File: src/rtl/scbr_pkg.sv
// shared types and codes for the size class block recycler
`default_nettype none
package scbr_pkg;

	localparam int QDEPTH = 2;

	typedef enum logic {
		FUNC_ALLOC = 1'b0,
		FUNC_FREE  = 1'b1
	} func_t;

	typedef enum logic [2:0] {
		ST_REUSED    = 3'd0,
		ST_NEW       = 3'd1,
		ST_LARGE     = 3'd2,
		ST_NO_HANDLE = 3'd3,
		ST_REJECT    = 3'd4
	} alloc_status_t;

	typedef enum logic {
		BK_IDLE,
		BK_FINISH
	} back_state_t;

	// classified request as it travels from front to back
	typedef struct packed {
		func_t       func;
		logic        cached;
		logic [6:0]  cls;
		logic [7:0]  fh;
	} req_t;

	typedef struct packed {
		logic full;
		logic empty;
	} q_stat_t;

endpackage
`default_nettype wire

File: src/rtl/scbr_queue.sv
// short request queue between front and back
`default_nettype none
module scbr_queue import scbr_pkg::*; (
	input  wire logic clk,
	input  wire logic arst_n,
	input  wire logic push,
	input  wire req_t push_req,
	input  wire logic pop,
	output q_stat_t   qstat,
	output req_t      head_req
);

	localparam int PW = (QDEPTH > 1) ? $clog2(QDEPTH) : 1;
	localparam int CW = $clog2(QDEPTH + 1);

	req_t          ent_q [QDEPTH];
	logic [PW-1:0] wr_ptr_q;
	logic [PW-1:0] rd_ptr_q;
	logic [CW-1:0] cnt_q;

	function automatic logic [PW-1:0] ptr_next(input logic [PW-1:0] p);
		ptr_next = (p == PW'(QDEPTH - 1)) ? '0 : p + PW'(1);
	endfunction

	assign qstat.full  = (cnt_q == CW'(QDEPTH));
	assign qstat.empty = (cnt_q == '0);
	assign head_req    = ent_q[rd_ptr_q];

	always_ff @(posedge clk or negedge arst_n) begin
		if (!arst_n) begin
			wr_ptr_q <= '0;
			rd_ptr_q <= '0;
			cnt_q    <= '0;
		end else begin
			if (push) begin
				wr_ptr_q <= ptr_next(wr_ptr_q);
			end
			if (pop) begin
				rd_ptr_q <= ptr_next(rd_ptr_q);
			end
			if (push && !pop) begin
				cnt_q <= cnt_q + CW'(1);
			end else if (pop && !push) begin
				cnt_q <= cnt_q - CW'(1);
			end
		end
	end

	always_ff @(posedge clk) begin
		if (push) begin
			ent_q[wr_ptr_q] <= push_req;
		end
	end

endmodule
`default_nettype wire

File: config.mk
export PLATFORM = sky130hd
export DESIGN_NAME = scbr_queue
export DESIGN_NICKNAME = d
export VERILOG_FILES = /design/src/rtl/scbr_pkg.sv /design/src/rtl/scbr_queue.sv
export SDC_FILE = /design/constraint.sdc
export NUM_CORES = 1
export LEC_CHECK = 0
export ABC_CLOCK_PERIOD_IN_PS = 5100
export BUFFER_PORTS_ARGS = -buffer_cell sky130_fd_sc_hd__buf_4
export CORE_MARGIN = 4
export CORE_UTILIZATION = 35
export CTS_CLUSTER_SIZE = 12
export DETAILED_ROUTE_END_ITERATION = 16
export GPL_ROUTABILITY_DRIVEN = 0
export GPL_TIMING_DRIVEN = 1
export PLACE_DENSITY = 0.67
export REMOVE_ABC_BUFFERS = 1
export SLEW_MARGIN = 0
export SYNTH_ARGS = -nofsm -noshare
export SYNTH_HDL_FRONTEND = slang
export SYNTH_SLANG_ARGS = --single-unit
File: constraint.sdc
create_clock -name clk -period 5.1 [get_ports clk]
set_clock_uncertainty 0.15 [all_clocks]
set_input_delay 0.51 -clock clk [delete_from_list [all_inputs] [get_ports clk]]
set_output_delay 0.51 -clock clk [all_outputs]
set_load 0.01 [all_outputs]
==> results.sh <==
export IMPL_die_y_um=72.7
export IMPL_path_max_fanout=18
export IMPL_synth_area_per_cell_um2=21.2
export IMPL_maxSlewViolCount=0
export IMPL_regToRegSetupSlack_ps=3450
export IMPL_busiest_layer="met2"
export IMPL_area_delta_synth_final_pct=30.3
export IMPL_syn_cell_area_um2=1460
export IMPL_first_pass_iters=4
export IMPL_ir_drop_mv=0.219
export IMPL_track_usage=0.0960
export IMPL_cts_made_buffers=5
export IMPL_ys_top_cells_by_area="edfxtp_1, mux2_4, dfrtp_1"
export IMPL_cp_required_ps=4440
export IMPL_fillers=355
export IMPL_critPathMaxStageDelay_ps=930
export IMPL_yosysWarnings=0
export IMPL_clk_latency_ps=280
export IMPL_vias=720
export IMPL_synth_xor_area_frac=0.0299
export IMPL_crit_arrival_ps=1780
export IMPL_drt_wl_total_mm=2.31
export IMPL_clkTransAtPathRegs_ps=70
export IMPL_syn_inst=69
export IMPL_synth_cell_types=13
export IMPL_path_cells="mux2_2 -> buf_4"
export IMPL_p_leak_nw=0.761
export IMPL_dieArea_um2=5280
export IMPL_min_to="rd_ptr_q"
export IMPL_drive_gt1_frac=0.548
export IMPL_synth_simple_gate_area_frac=0.0179
export IMPL_critPathBufInv=1
export IMPL_grt_setup_unrepaired="false"
export IMPL_core_area_um2=4030
export IMPL_drtIter0Drc=12
export IMPL_io_pins=40
export IMPL_die_x_um=72.7
export IMPL_dp_hpwl_mm=1.63
export IMPL_grt_pass1_wl_mm=3.65
export IMPL_hold_depth=2
export IMPL_grt_max_degree=19
export IMPL_cts_root_buf="clkbuf_8"
export IMPL_crit_start="rd_ptr_q"
export IMPL_yosys_area_top_type_share=0.697
export IMPL_setup_viol=0
export IMPL_met2_usage=0.171
export IMPL_ys_seq_elements=38
export IMPL_synth_top_family_by_area="multiplexers"
export IMPL_synth_area_leader_cell="edfxtp_1"
export IMPL_rr_startpoint="wr_ptr_q"
export IMPL_synthAdderAreaFrac=0.00855
export IMPL_grt_pass1_vias=794
export IMPL_final_setup_worst_slack_ps=2660
export IMPL_clock_path_buffers=2
export IMPL_cts_setup_buffers=0
export IMPL_final_cell_mix="buf_4, edfxtp_1, mux2_4"
export IMPL_outcome="finished, final reports clean"
export IMPL_reg2reg_depth=1
export IMPL_clkSinkCount=38
export IMPL_drt_vias_per_instance=4.36
export IMPL_period_minus_slack_ps=2440
export IMPL_hp_class="primary input to flop"
export IMPL_final_hold_violation_count=0
export IMPL_crit_type="flop to output pin"
export IMPL_htree_levels=2
export IMPL_r2r_end="ent_q[0][14]"
export IMPL_n_antenna_cell=0
export IMPL_synthMuxAreaShare=0.154
export IMPL_end_kind="output pin"
export IMPL_power_density_nw_per_um2=533
export IMPL_io_buffers=39
export IMPL_wl_per_cell_um=14.0
export IMPL_grt_met3_usage=0.0537
export IMPL_setup_tns_ps=0
export IMPL_start_kind="flop"
export IMPL_antenna_found_initial=0
export IMPL_synth_compound_area_share=0
export IMPL_seq_area_frac_synth=0.766
export IMPL_hold_start="pop"
export IMPL_ant_nets=0
export IMPL_start_util=0.363
export IMPL_fin_crit_sh=0.479
export IMPL_pre_cts_ws_ps=2940
export IMPL_final_common_cell="buf_4"
export IMPL_slew_headroom=0.409
export IMPL_use_met1=0.0905
export IMPL_critPathSlowestCell="dfrtp_1"
export IMPL_maxCapViolCount=0
export IMPL_clock_fmax_ghz=0.410
export IMPL_crit_family="flip-flops"
export IMPL_overflow=0
export IMPL_cts_tree="done"
export IMPL_tightest_slew_ps=886
export IMPL_rows=23
export IMPL_layout_nets=136
export IMPL_drc_errors=0
## power by group
group | switching (mW) | internal (mW) | total, mW
Sequential | 0.0571 | 0.418 | 0.475
Combinational | 0.117 | 0.184 | 0.301
Clock | 0.0934 | 0.146 | 0.239
## how the worst max path moves through the flow
stage / to / slack, ps / cells past startpoint
after global placement: head_req[16] / 2960 / 2
after CTS: head_req[1] / 2620 / 2
final: head_req[8] / 2660 / 2
after floorplan: head_req[0] / 3240 / 1
after global routing: head_req[16] / 2550 / 2
after detailed placement: head_req[8] / 2940 / 2
## logic make-up (layout without fill, tap and decap cells)
family,count (synthesis),in the layout
mux,17,17
xor+xnor,5,5
flops,38,38
fa+ha+maj,1,1
simple gates,5,5
buf+inv,3,49
## flip-flops by register name (all words and copies together), names as in the netlist
name      cells
ent_q        34
rd_ptr_q      1
wr_ptr_q      1
cnt_q         2
## metal layers
layer | vias to the layer above | part of all wire
met5 | - | 0
met3 | 4 | 0.090
met4 | 0 | 0.016
met1 | 344 | 0.36
met2 | 27 | 0.53
li1 | 345 | -
## cells in the mapped netlist
master,number
edfxtp_1,34
mux2_4,9
mux2_2,8
dfrtp_1,4
xor2_1,4
nor2_1,2
nor2b_1,2
and2_1,1
buf_12,1
buf_6,1
ha_1,1
inv_1,1
xnor2_1,1
## metrics by stage
stage	cells	utilization	total power, mW	hold WS [ps]	cell area [um^2]
2_1_floorplan	67	-	0.641	64.4	1430
3_3_place_gp	156	0.444	0.780	157	1790
3_5_place_dp	156	0.444	0.790	160	1790
4_1_cts	165	0.473	1.03	242	1910
5_1_grt	165	0.473	1.07	238	1910
6_report	165	0.473	1.02	250	1910
## cell type report
cell class	count	area (um^2)	area share
clock buffer	7	76.3	0.0400
sequential	38	1120	0.588
multi-input combinational	28	310	0.163
inverter	1	3.75	0.00197
tap	50	62.6	0.0328
clock inverter	1	30.0	0.0157
timing repair buffer	40	303	0.159
## repair_timing
| action | CTS | global route |
|---|---|---|
| hold endpoints to repair | 4 | 0 |
| endpoints found under the setup margin | 0 | 0 |
| hold buffers | 1 | 0 |
| gates resized for setup | 0 | 0 |
No activity file was read; power rests on OpenSTA's default activity.
