File: src/rtl/scbr_pkg.sv
// shared types and codes for the size class block recycler
`default_nettype none
package scbr_pkg;

	localparam int QDEPTH = 2;

	typedef enum logic {
		FUNC_ALLOC = 1'b0,
		FUNC_FREE  = 1'b1
	} func_t;

	typedef enum logic [2:0] {
		ST_REUSED    = 3'd0,
		ST_NEW       = 3'd1,
		ST_LARGE     = 3'd2,
		ST_NO_HANDLE = 3'd3,
		ST_REJECT    = 3'd4
	} alloc_status_t;

	typedef enum logic {
		BK_IDLE,
		BK_FINISH
	} back_state_t;

	// classified request as it travels from front to back
	typedef struct packed {
		func_t       func;
		logic        cached;
		logic [6:0]  cls;
		logic [7:0]  fh;
	} req_t;

	typedef struct packed {
		logic full;
		logic empty;
	} q_stat_t;

endpackage
`default_nettype wire

File: src/rtl/scbr_front.sv
// front end: takes requests and works out the size class
`default_nettype none
module scbr_front import scbr_pkg::*; #(
	parameter int MIN_CLASS        = 12,
	parameter int MAX_CACHED_CLASS = 19
) (
	input  wire logic        clk,
	input  wire logic        arst_n,
	input  wire logic        start,
	output logic             busy,
	input  wire logic        func,
	input  wire logic [31:0] req_size,
	input  wire logic [7:0]  free_handle,
	input  wire q_stat_t     qstat,
	output logic             push,
	output req_t             push_req
);

	logic        vld_s1;
	logic        func_s1;
	logic [31:0] size_s1;
	logic [7:0]  fh_s1;
	logic [31:0] size_m1;
	logic [6:0]  fls;
	logic [6:0]  cls;
	logic        accept;

	assign busy   = vld_s1 & qstat.full;
	assign accept = start & ~busy;
	assign push   = vld_s1 & ~qstat.full;

	always_ff @(posedge clk or negedge arst_n) begin
		if (!arst_n) begin
			vld_s1 <= 1'b0;
		end else if (accept) begin
			vld_s1 <= 1'b1;
		end else if (push) begin
			vld_s1 <= 1'b0;
		end
	end

	always_ff @(posedge clk) begin
		if (accept) begin
			func_s1 <= func;
			size_s1 <= req_size;
			fh_s1   <= free_handle;
		end
	end

	assign size_m1 = size_s1 - 32'd1;

	always_comb begin
		fls = '0;
		for (int i = 0; i < 32; i++) begin
			if (size_m1[i]) begin
				fls = 7'(i + 1);
			end
		end
	end

	// size zero gets class 64, as if size-1 wrapped to an all-ones 64-bit value
	always_comb begin
		if (size_s1 == '0) begin
			cls = 7'd64;
		end else if (fls < 7'(MIN_CLASS)) begin
			cls = 7'(MIN_CLASS);
		end else begin
			cls = fls;
		end
	end

	always_comb begin
		push_req.func   = func_t'(func_s1);
		push_req.cached = (cls <= 7'(MAX_CACHED_CLASS));
		push_req.cls    = cls;
		push_req.fh     = fh_s1;
	end

endmodule
`default_nettype wire

File: config.mk
export PLATFORM = sky130hd
export DESIGN_NAME = scbr_front
export DESIGN_NICKNAME = d
export VERILOG_FILES = /design/src/rtl/scbr_pkg.sv /design/src/rtl/scbr_front.sv
export SDC_FILE = /design/constraint.sdc
export NUM_CORES = 1
export LEC_CHECK = 0
export ABC_AREA = 1
export BUFFER_PORTS_ARGS = -buffer_cell sky130_fd_sc_hd__buf_2
export CAP_MARGIN = 20
export CELL_PAD_IN_SITES_DETAIL_PLACEMENT = 2
export CELL_PAD_IN_SITES_GLOBAL_PLACEMENT = 2
export CORE_ASPECT_RATIO = 1.4
export CORE_MARGIN = 2
export CORE_UTILIZATION = 34
export CTS_BUF_LIST = sky130_fd_sc_hd__clkbuf_8
export DETAILED_ROUTE_END_ITERATION = 12
export PLACE_DENSITY = 0.82
export SLEW_MARGIN = 15
export SYNTH_ARGS = -nofsm -noshare
export SYNTH_HDL_FRONTEND = slang
export SYNTH_SLANG_ARGS = --single-unit
File: constraint.sdc
create_clock -name clk -period 5.95 [get_ports clk]
set_input_delay 0.8925 -clock clk [delete_from_list [all_inputs] [get_ports clk]]
set_output_delay 0.8925 -clock clk [all_outputs]
set_load 0.02 [all_outputs]
==> results.json, run 1 <==
{
  "status": "complete, no violations",
  "fin_crit_sh_pct": 84.8,
  "place_congestion": 0.743,
  "hold_slack_ps": 344,
  "num_vias": 2129,
  "r2r-start": "vld_s1",
  "start_kind": "register",
  "clk_path_buf_depth": 2,
  "slew_headroom_pct": 68.3,
  "cts_setup_buffers": 0,
  "die_h_um": 106,
  "muxShareOfSynthArea_pct": 0,
  "hpwlAfterDp_um": 5360,
  "ir_drop_mv": 0.194,
  "grt_pass1_wl_um": 11200,
  "p_leak_uw": 0.00134,
  "yosys_warnings": 0,
  "max_freq_mhz": 198,
  "setup_viol": 0,
  "ys_types": 30,
  "worstMarginPinSlew_ps": 474,
  "min_path_type": "input pin to async pin",
  "cts_buffers": 5,
  "finalPower_uw": 654,
  "via_per_inst": 4.66,
  "synthCells": 289,
  "io_buffers": 63,
  "path_max_fanout": 7,
  "die_w_um": 76.7,
  "fin_nets": 407,
  "fillers": 852,
  "groute.usage.overall_pct": 17.3,
  "synthSimpleGateAreaFrac_pct": 32.0,
  "holdBufCountCts": 0,
  "syn_nets": 337,
  "rsz0062_at_grt": "false",
  "drv_slew": 0,
  "htree_levels": 2,
  "crit_end": "push_req[15]",
  "synthToLayoutAreaGrowth_pct": 22.0,
  "die-area_sq_um": 8120,
  "synth_xor_area_share_pct": 7.65,
  "synthFlopType": "edfxtp_1",
  "grt_pass1_vias": 2454,
  "synth_top_area_cell": "edfxtp_1",
  "cap_violations": 0,
  "criticalPathCategory": "register to output pin",
  "clkTransAtPathRegs_ps": 90,
  "ioPinCount": 65,
  "drc": 0,
  "tritoncts": "done",
  "core_region_area_sq_um": 7270,
  "rr_endpoint": "size_s1[23]",
  "critical_path.startpoint": "size_s1[0]",
  "synth.top_cell.area_share_pct": 48.9,
  "cts-root-buf": "clkbuf_8",
  "critPathCaptureType": "output pin",
  "firstDrtPassIters": 4,
  "rows": 37,
  "arrival_ps": 4160,
  "syn_area_sq_um": 2520,
  "finalWorstPathRequiredPeriod_ps": 5050,
  "ff2ff_setup_slack_ps": 4470,
  "wire_per_inst_um": 14.5,
  "start_util_pct": 34.6,
  "hold_viol": 0,
  "grt_max_degree": 42,
  "diodes": 0,
  "worstRegToRegCells": 4,
  "synth_top_family_by_area": "simple AND/OR/NAND/NOR gates",
  "post_route_cells_drive_above_1_share_pct": 26.1,
  "cellPowerDensity_nw_per_um2": 213,
  "first_iter_violations": 57,
  "synth_seq_cells": 42,
  "synth.avg_cell_area_sq_um": 8.71,
  "synth_area_leaders": "edfxtp_1 49%, nand2_1 12%, inv_1 6.4%, nor2_1 6.3%, xor2_1 5.9%",
  "clock-sinks": 42,
  "synthTopCellsByCount": "78 x nand2_1, 43 x inv_1, 42 x nor2_1",
  "cp.required_ps": 5060,
  "finalSetupTns_ps": 0,
  "routed_wl_um": 6640,
  "grt_overflow": 0,
  "seq_area_frac_synth_pct": 49.9,
  "synthAdderAreaFrac_pct": 0.994,
  "finalClockSkew_ps": 5.58,
  "clk_latency_ps": 300,
  "yosysMostFrequentCell": "nand2_1",
  "synth_compound_area_share_pct": 2.78,
  "synth-edff-count": 41,
  "ant_nets": 0,
  "cts_resized": 0,
  "grt_antenna_before_repair": 0,
  "synthArstFlopShare_pct": 2.38
}
==> power breakdown <==
part | leakage (uW) | internal [uW] | switching, uW | total (uW)
combinational | 0.000892 | 34.6 | 58.5 | 93.1
sequential | 0.000401 | 345 | 13.7 | 358
clock | 0.0000506 | 87.8 | 115 | 203
total | 0.00134 | 467 | 187 | 654
==> kinds of logic after synthesis <==
group                    Yosys count
flip-flops                        42
AND/OR/NAND/NOR                  166
buffers and inverters             44
AO/OA/AOI/OAI                     13
XOR/XNOR                          22
adder cells (fa/ha/maj)            2
==> critical path: stages (launching register included) <==
cell	delay, ps
edfxtp_1	380
inv_1	190
ha_1	340
nand2_2	130
nor2_4	160
nand3_2	110
nor3_4	210
nand4_2	190
nor3_4	220
nand3_1	150
nor2_1	140
nand3b_1	110
xor2_1	260
nand2_2	120
nor3b_2	220
inv_1	100
nor2_2	130
nand2_1	90
nand2_2	100
nor2_4	40
nand2_1	70
nand2_1	40
nand2_1	70
nand2_1	50
nand2_1	60
buf_2	160
==> sequential cells by signal, summed over array words and instances, names as in the netlist <==
name,count
func_s1,1
vld_s1,1
size_s1,32
fh_s1,8
==> placed cells by master, fill, tap and decap left out <==
cell type	n
nor3b_2	1
nor2_1	41
a21oi_1	6
inv_1	43
or2_2	1
dfrtp_1	1
buf_2	63
nor4_1	1
nand3b_1	3
a211oi_1	1
nor2_2	5
nor4_4	1
or3b_1	1
inv_8	1
buf_12	1
edfxtp_1	41
clkinv_4	1
and2_1	1
o21ai_0	5
clkbuf_8	5
nor2_4	3
nand2_1	78
nor3_2	2
nand3_1	9
o21a_1	1
nand3_2	3
nor3_4	2
nor3_1	4
xor2_1	17
nand4_2	1
inv_6	1
nand2_2	3
nand4_1	6
ha_1	2
xnor2_1	5
==> how the worst min path moves through the flow <==
| stage | slack (ps) | endpoint | cells after the start | from |
|---|---|---|---|---|
| 2_1_floorplan | 460 | vld_s1 | 2 | vld_s1 |
| 3_3_place_gp | 480 | vld_s1 | 2 | vld_s1 |
| 3_5_place_dp | 510 | vld_s1 | 2 | vld_s1 |
| 4_1_cts | 340 | vld_s1 | 1 | arst_n |
| 5_1_grt | 320 | vld_s1 | 1 | arst_n |
| 6_report | 340 | vld_s1 | 1 | arst_n |
==> per-layer routing <==
layer  GRT usage (%)  up-vias  share of wire (%)
li1                -     1065                  -
met2            35.8       34                 60
met5               0        -                  0
met1            17.4     1026                 37
met4            4.16        0               0.86
met3            3.00        4                2.4
==> per-stage QoR <==
stage	std cells	setup slack, ps	cell area (sq um)	util [%]
4_1_cts	456	789	3050	42.0
3_3_place_gp	448	1460	2950	40.6
3_5_place_dp	448	1200	2950	40.6
5_1_grt	457	410	3070	42.3
6_report	457	902	3070	42.3
2_1_floorplan	289	1910	2520	-
==> layout make-up <==
| class | count | area [sq um] | share of cell area (%) |
|---|---|---|---|
| well taps | 97 | 121 | 3.95 |
| multi-input cells | 203 | 1100 | 35.8 |
| repair buffers | 64 | 335 | 10.9 |
| clock buffers | 5 | 68.8 | 2.24 |
| flip-flops and latches | 42 | 1260 | 40.9 |
| clock inverters | 3 | 28.8 | 0.937 |
| inverters | 43 | 161 | 5.25 |
(Power assumes the default switching activity.)
==> run 2, diff against run 1 <==
--- a/config.mk
+++ b/config.mk
@@ -5,17 +5,17 @@
 export SDC_FILE = /design/constraint.sdc
 export NUM_CORES = 1
 export LEC_CHECK = 0
-export ABC_AREA = 1
+export ABC_AREA = 0
 export BUFFER_PORTS_ARGS = -buffer_cell sky130_fd_sc_hd__buf_2
 export CAP_MARGIN = 20
 export CELL_PAD_IN_SITES_DETAIL_PLACEMENT = 2
 export CELL_PAD_IN_SITES_GLOBAL_PLACEMENT = 2
 export CORE_ASPECT_RATIO = 1.4
 export CORE_MARGIN = 2
-export CORE_UTILIZATION = 34
+export CORE_UTILIZATION = 35
 export CTS_BUF_LIST = sky130_fd_sc_hd__clkbuf_8
 export DETAILED_ROUTE_END_ITERATION = 12
-export PLACE_DENSITY = 0.82
+export PLACE_DENSITY = 0.79
 export SLEW_MARGIN = 15
 export SYNTH_ARGS = -nofsm -noshare
 export SYNTH_HDL_FRONTEND = slang
==> constraint.sdc (replaced) <==
create_clock -name clk -period 5.2 [get_ports clk]
set_input_delay 0.78 -clock clk [delete_from_list [all_inputs] [get_ports clk]]
set_output_delay 0.78 -clock clk [all_outputs]
set_load 0.02 [all_outputs]
==> results.json, run 2 <==
{
  "hpwlAfterDp_um": 6940,
  "grt_antenna_before_repair": 0,
  "layout_common_cells": "63 x buf_2, 41 x edfxtp_1, 25 x nor2_1, 16 x nand2_1, 12 x nand2b_1",
  "post_route_cells_drive_above_1_share_pct": 27.7,
  "setup_viol": 0,
  "num_vias": 2719,
  "die_w_um": 81.8,
  "path_max_fanout": 11,
  "finalClockSkew_ps": 6.31,
  "p_leak_uw": 0.00119,
  "grt_overflow": 0,
  "routed_wl_um": 9290,
  "synth.avg_cell_area_sq_um": 9.82,
  "diodes": 0,
  "tritoncts": "done",
  "layout.cells.non_filler": 459,
  "synth_area_leaders": "edfxtp_1 42%, nor2_1 3.2%, nand2b_1 2.5%, o22ai_1 2.3%, nand2_1 2.0%",
  "dp.cells": 450,
  "critPathCaptureType": "output pin",
  "fin_crit_sh_pct": 90.6,
  "min_path_type": "input pin to async pin",
  "ys_types": 68,
  "fillers": 921,
  "core_region_area_sq_um": 8200,
  "cp.required_ps": 4420,
  "cts_resized": 0,
  "largest_register_ffs": 32,
  "wire_per_inst_um": 20.2,
  "arrival_ps": 3930,
  "worstMarginPinSlew_ps": 901,
  "htree_levels": 2,
  "die_h_um": 113,
  "cts-root-buf": "clkbuf_8",
  "ioPinCount": 65,
  "rows": 39,
  "max_freq_mhz": 212,
  "ir_drop_mv": 0.183,
  "synthToLayoutAreaGrowth_pct": 16.7,
  "clk_latency_ps": 310,
  "clkTransAtPathRegs_ps": 90,
  "synthTopCellsByCount": "41 x edfxtp_1, 25 x nor2_1, 16 x nand2_1",
  "via_per_inst": 5.92,
  "slew_headroom_pct": 39.2,
  "synthArstFlopShare_pct": 2.38,
  "regMostFlops": "size_s1",
  "fin_nets": 404,
  "start_util_pct": 36.2,
  "syn_nets": 350,
  "finalWorstPathRequiredPeriod_ps": 4710,
  "synthFlopType": "edfxtp_1",
  "firstDrtPassIters": 4,
  "syn_area_sq_um": 2970,
  "yosys_warnings": 0,
  "drv_slew": 0,
  "clk_path_buf_depth": 2,
  "cap_violations": 0,
  "seq_area_frac_synth_pct": 42.3,
  "reg.largest.list": "size_s1: 32 flops, fh_s1: 8 flops",
  "grt_max_degree": 42,
  "hold_viol": 0,
  "ant_nets": 0,
  "first_iter_violations": 89,
  "grt_pass1_vias": 3017,
  "finalSetupTns_ps": 0,
  "cts_buffers": 5,
  "status": "complete, no violations",
  "drc": 0,
  "holdBufCountCts": 0,
  "synth-edff-count": 41,
  "die-area_sq_um": 9240,
  "final_common_cell": "buf_2",
  "yosysMostFrequentCell": "edfxtp_1",
  "io_buffers": 63,
  "synth_top_area_cell": "edfxtp_1",
  "place_congestion": 0.852,
  "synthCells": 302,
  "cts_setup_buffers": 0,
  "synth_seq_cells": 42,
  "rsz0062_at_grt": "false",
  "synth.top_cell.area_share_pct": 41.5,
  "start_kind": "register",
  "groute.usage.overall_pct": 21.4,
  "clock-sinks": 42,
  "grt_pass1_wl_um": 15200,
  "cellPowerDensity_nw_per_um2": 222,
  "criticalPathCategory": "register to output pin"
}
==> run 2: cell types whose count changed after synthesis, sizes merged, moves of 7 or more <==
cell    delta
o31ai      +8
nand2b    +12
nand2     -65
inv       -37
xor2      -15
o22ai     +11
nor3b      +7
nor2      -23
clkbuf    +15
nor4       +8
==> run 2: worst paths after layout <==
check	start	endpoint	slack [ps]	cells after the start
max	size_s1[0]	push_req[8]	490	11
min	arst_n	vld_s1	220	1
max reg2reg	vld_s1	size_s1[20]	3550	3
min reg2reg	vld_s1	vld_s1	720	2
max in group asynchronous	arst_n	vld_s1	4900	1
min in group clk	req_size[30]	size_s1[30]	630	1
==> run 2: layout make-up <==
cell class	instances	area [sq um]	area share [%]
Multi-Input combinational cell	235	1610	46.5
Sequential cell	42	1260	36.3
Timing Repair Buffer	66	358	10.3
Tap cell	102	128	3.68
Clock buffer	5	68.8	1.99
Inverter	6	22.5	0.650
Clock inverter	3	18.8	0.542
==> run 2: logic make-up after synthesis <==
family,Yosys count,synth area share (%)
AOI/OAI and AO/OA,82,20.5
xor gates and xnor gates,7,2.07
adders and majority gates,2,0.843
buffers and inverters,25,3.58
DFF,42,42.3
muxes,9,3.21
and+or+nand+nor,135,27.5
==> run 2: where the power goes <==
| part | internal [uW] | switching (uW) | total (uW) | leakage (uW) |
|---|---|---|---|---|
| logic | 52.7 | 64.9 | 118 | 0.000739 |
| registers | 395 | 32.7 | 428 | 0.000401 |
| clock network | 94.7 | 129 | 224 | 0.0000483 |
==> run 2: critical path, cell delays in order (launching register included) <==
cell,delay [ps]
edfxtp_1,530
inv_1,130
ha_1,370
nor3b_2,560
nand2_1,390
nor3_1,320
xor2_1,250
a211oi_1,110
nor4b_1,320
o22ai_1,190
a211oi_2,240
buf_2,190
==> run 2: through the flow <==
stage               worst slack (ps)  utilization, %  instance area [sq um]  total power (uW)  hold slack [ps]
finish                           491            42.2                   3460               769              219
global route                    63.7            42.2                   3460               803              205
CTS                              402            41.9                   3440               773              211
detailed placement               851            40.8                   3350               549              559
global placement                 940            40.8                   3350               543              556
floorplan                       1470               -                   2970               500              484
==> run 2: per-layer routing <==
metal	track usage [%]	part of all wire [%]	vias to the layer above	routed length, um
met5	0	0	-	0
met3	3.51	3.2	22	295
met2	39.6	55	71	5140
li1	-	-	1287	-
met4	8.22	2.5	0	234
met1	23.7	39	1339	3620
==> run 3, diff against run 2 <==
==> constraint.sdc (replaced) <==
create_clock -name clk -period 5 [get_ports clk]
set_input_delay 0.75 -clock clk [delete_from_list [all_inputs] [get_ports clk]]
set_output_delay 0.75 -clock clk [all_outputs]
set_load 0.02 [all_outputs]
==> results.json, run 3 (same netlist as run 2, synthesis figures left out) <==
{
  "max_freq_mhz": 217,
  "place_congestion": 0.885,
  "status": "complete, no violations",
  "path_cells": "inv_1, ha_1, nor3b_4, nand2_1, nor3_1, xor2_1, a211oi_1, nor4b_1, o22ai_1, a211oi_2, buf_2",
  "p_leak_uw": 0.00121,
  "fin_crit_sh_pct": 92.0,
  "core_region_area_sq_um": 8200,
  "start_util_pct": 36.2,
  "fin_nets": 408,
  "rsz0062_at_grt": "false",
  "grt_max_degree": 42,
  "reg.largest.list": "size_s1: 32 flops, fh_s1: 8 flops",
  "htree_levels": 2,
  "num_vias": 2751,
  "die_h_um": 113,
  "final_common_cell": "buf_2",
  "finalWorstPathRequiredPeriod_ps": 4600,
  "cellPowerDensity_nw_per_um2": 228,
  "min_path_type": "input pin to async pin",
  "layout.cells.non_filler": 463,
  "start_kind": "register",
  "switching_share_pct": 29.2,
  "clk_latency_ps": 310,
  "cp_slowest_cell": "edfxtp_1",
  "grt_pass1_vias": 3092,
  "ff2ff_setup_slack_ps": 3360,
  "clock-sinks": 42,
  "cp.required_ps": 4250,
  "pwr-share-clk_pct": 28.7,
  "use_met2_pct": 42.0,
  "slowest_delay_ps": 520,
  "grt_busiest_layer": "met2",
  "fin_area_sq_um": 3500,
  "slew_headroom_pct": 57.7,
  "arrival_ps": 3850,
  "die-area_sq_um": 9240,
  "cts_buffers": 5,
  "critPathCaptureType": "output pin",
  "grt_util_met3_pct": 3.27,
  "ant_nets": 0,
  "grt_antenna_before_repair": 0,
  "dpl_cell_area_sq_um": 3380,
  "finalClockSkew_ps": 5.46,
  "hpwlAfterDp_um": 7280,
  "firstDrtPassIters": 4,
  "finalSetupTns_ps": 0,
  "diodes": 0,
  "die_w_um": 81.8,
  "worstRegToRegCells": 3,
  "ir_drop_mv": 0.238,
  "ioPinCount": 65,
  "r2r-start": "vld_s1",
  "path_max_fanout": 11,
  "criticalPathCategory": "register to output pin",
  "cts_setup_buffers": 0,
  "synthToLayoutAreaGrowth_pct": 18.0,
  "largest_register_ffs": 32,
  "groute.usage.overall_pct": 21.6,
  "via_per_inst": 5.94,
  "net-switching-power_uw": 233,
  "tritoncts": "done",
  "cap_violations": 0,
  "first_iter_violations": 100,
  "worstMarginPinSlew_ps": 634,
  "io_buffers": 63,
  "rr_endpoint": "size_s1[4]",
  "cts-root-buf": "clkbuf_8",
  "fillers": 924,
  "grt.met1_usage_pct": 22.3,
  "drc": 0,
  "dp.cells": 454,
  "routed_wl_um": 9420,
  "seqPwrFrac_pct": 55.7,
  "holdBufCountCts": 0,
  "power_frac_comb_pct": 15.6,
  "grt_overflow": 0,
  "cts_resized": 0,
  "setup_viol": 0,
  "power.internal_uw": 566,
  "clk_path_buf_depth": 2,
  "clkTransAtPathRegs_ps": 90,
  "regMostFlops": "size_s1",
  "drv_slew": 0,
  "grt_pass1_wl_um": 15300,
  "hold_viol": 0,
  "post_route_cells_drive_above_1_share_pct": 28.5,
  "utilization_pct": 42.7,
  "layout_common_cells": "63 x buf_2, 41 x edfxtp_1, 25 x nor2_1, 16 x nand2_1, 12 x nand2b_1",
  "hold_slack_ps": 196,
  "wire_per_inst_um": 20.4,
  "rows": 39
}
## run 3: layout make-up
type | count | area, sq um | area share, %
sequential | 42 | 1260 | 35.9
tap | 102 | 128 | 3.65
inverter | 6 | 22.5 | 0.644
multi-input combinational | 235 | 1620 | 46.2
clock inverter | 3 | 18.8 | 0.536
clock buffer | 5 | 68.8 | 1.97
timing repair buffer | 70 | 388 | 11.1
## run 3: worst max-delay path by stage
stage | startpoint | to | slack [ps] | cells after the start
detailed placement | size_s1[0] | push_req[8] | 600 | 11
global placement | size_s1[0] | push_req[8] | 750 | 11
finish | size_s1[0] | push_req[8] | 400 | 11
floorplan | size_s1[10] | push_req[15] | 1300 | 9
global route | size_s1[0] | push_req[8] | 80 | 11
CTS | size_s1[0] | push_req[8] | 170 | 11
## run 3: power groups by stage
| stage | combinational (uW) | sequential, uW | clock (uW) |
|---|---|---|---|
| after CTS | 122 | 445 | 236 |
| after detailed placement | 122 | 453 | 0 |
| after floorplan | 82.5 | 438 | 0 |
| after global placement | 116 | 451 | 0 |
| final | 125 | 445 | 229 |
| after global routing | 137 | 449 | 244 |
## run 3: metal layers
metal,wire (um),part of all wire [%]
met1,3500,37
met2,5350,57
met3,326,3.5
met4,245,2.6
met5,0,0
## run 3: through the flow
step	power [uW]	setup WS, ps
6_report	799	400
5_1_grt	831	81.0
4_1_cts	803	174
3_3_place_gp	567	753
2_1_floorplan	520	1300
3_5_place_dp	574	601
## run 3: worst max-delay path, delay by kind of cell (launching register included)
kind                       cells  cell delay, ps
xor gates and xnor gates       1             290
adders and majority gates      1             380
AOI/OAI and AO/OA              3             540
and+or+nand+nor                4            1470
DFF                            1             520
buffers and inverters          2             330
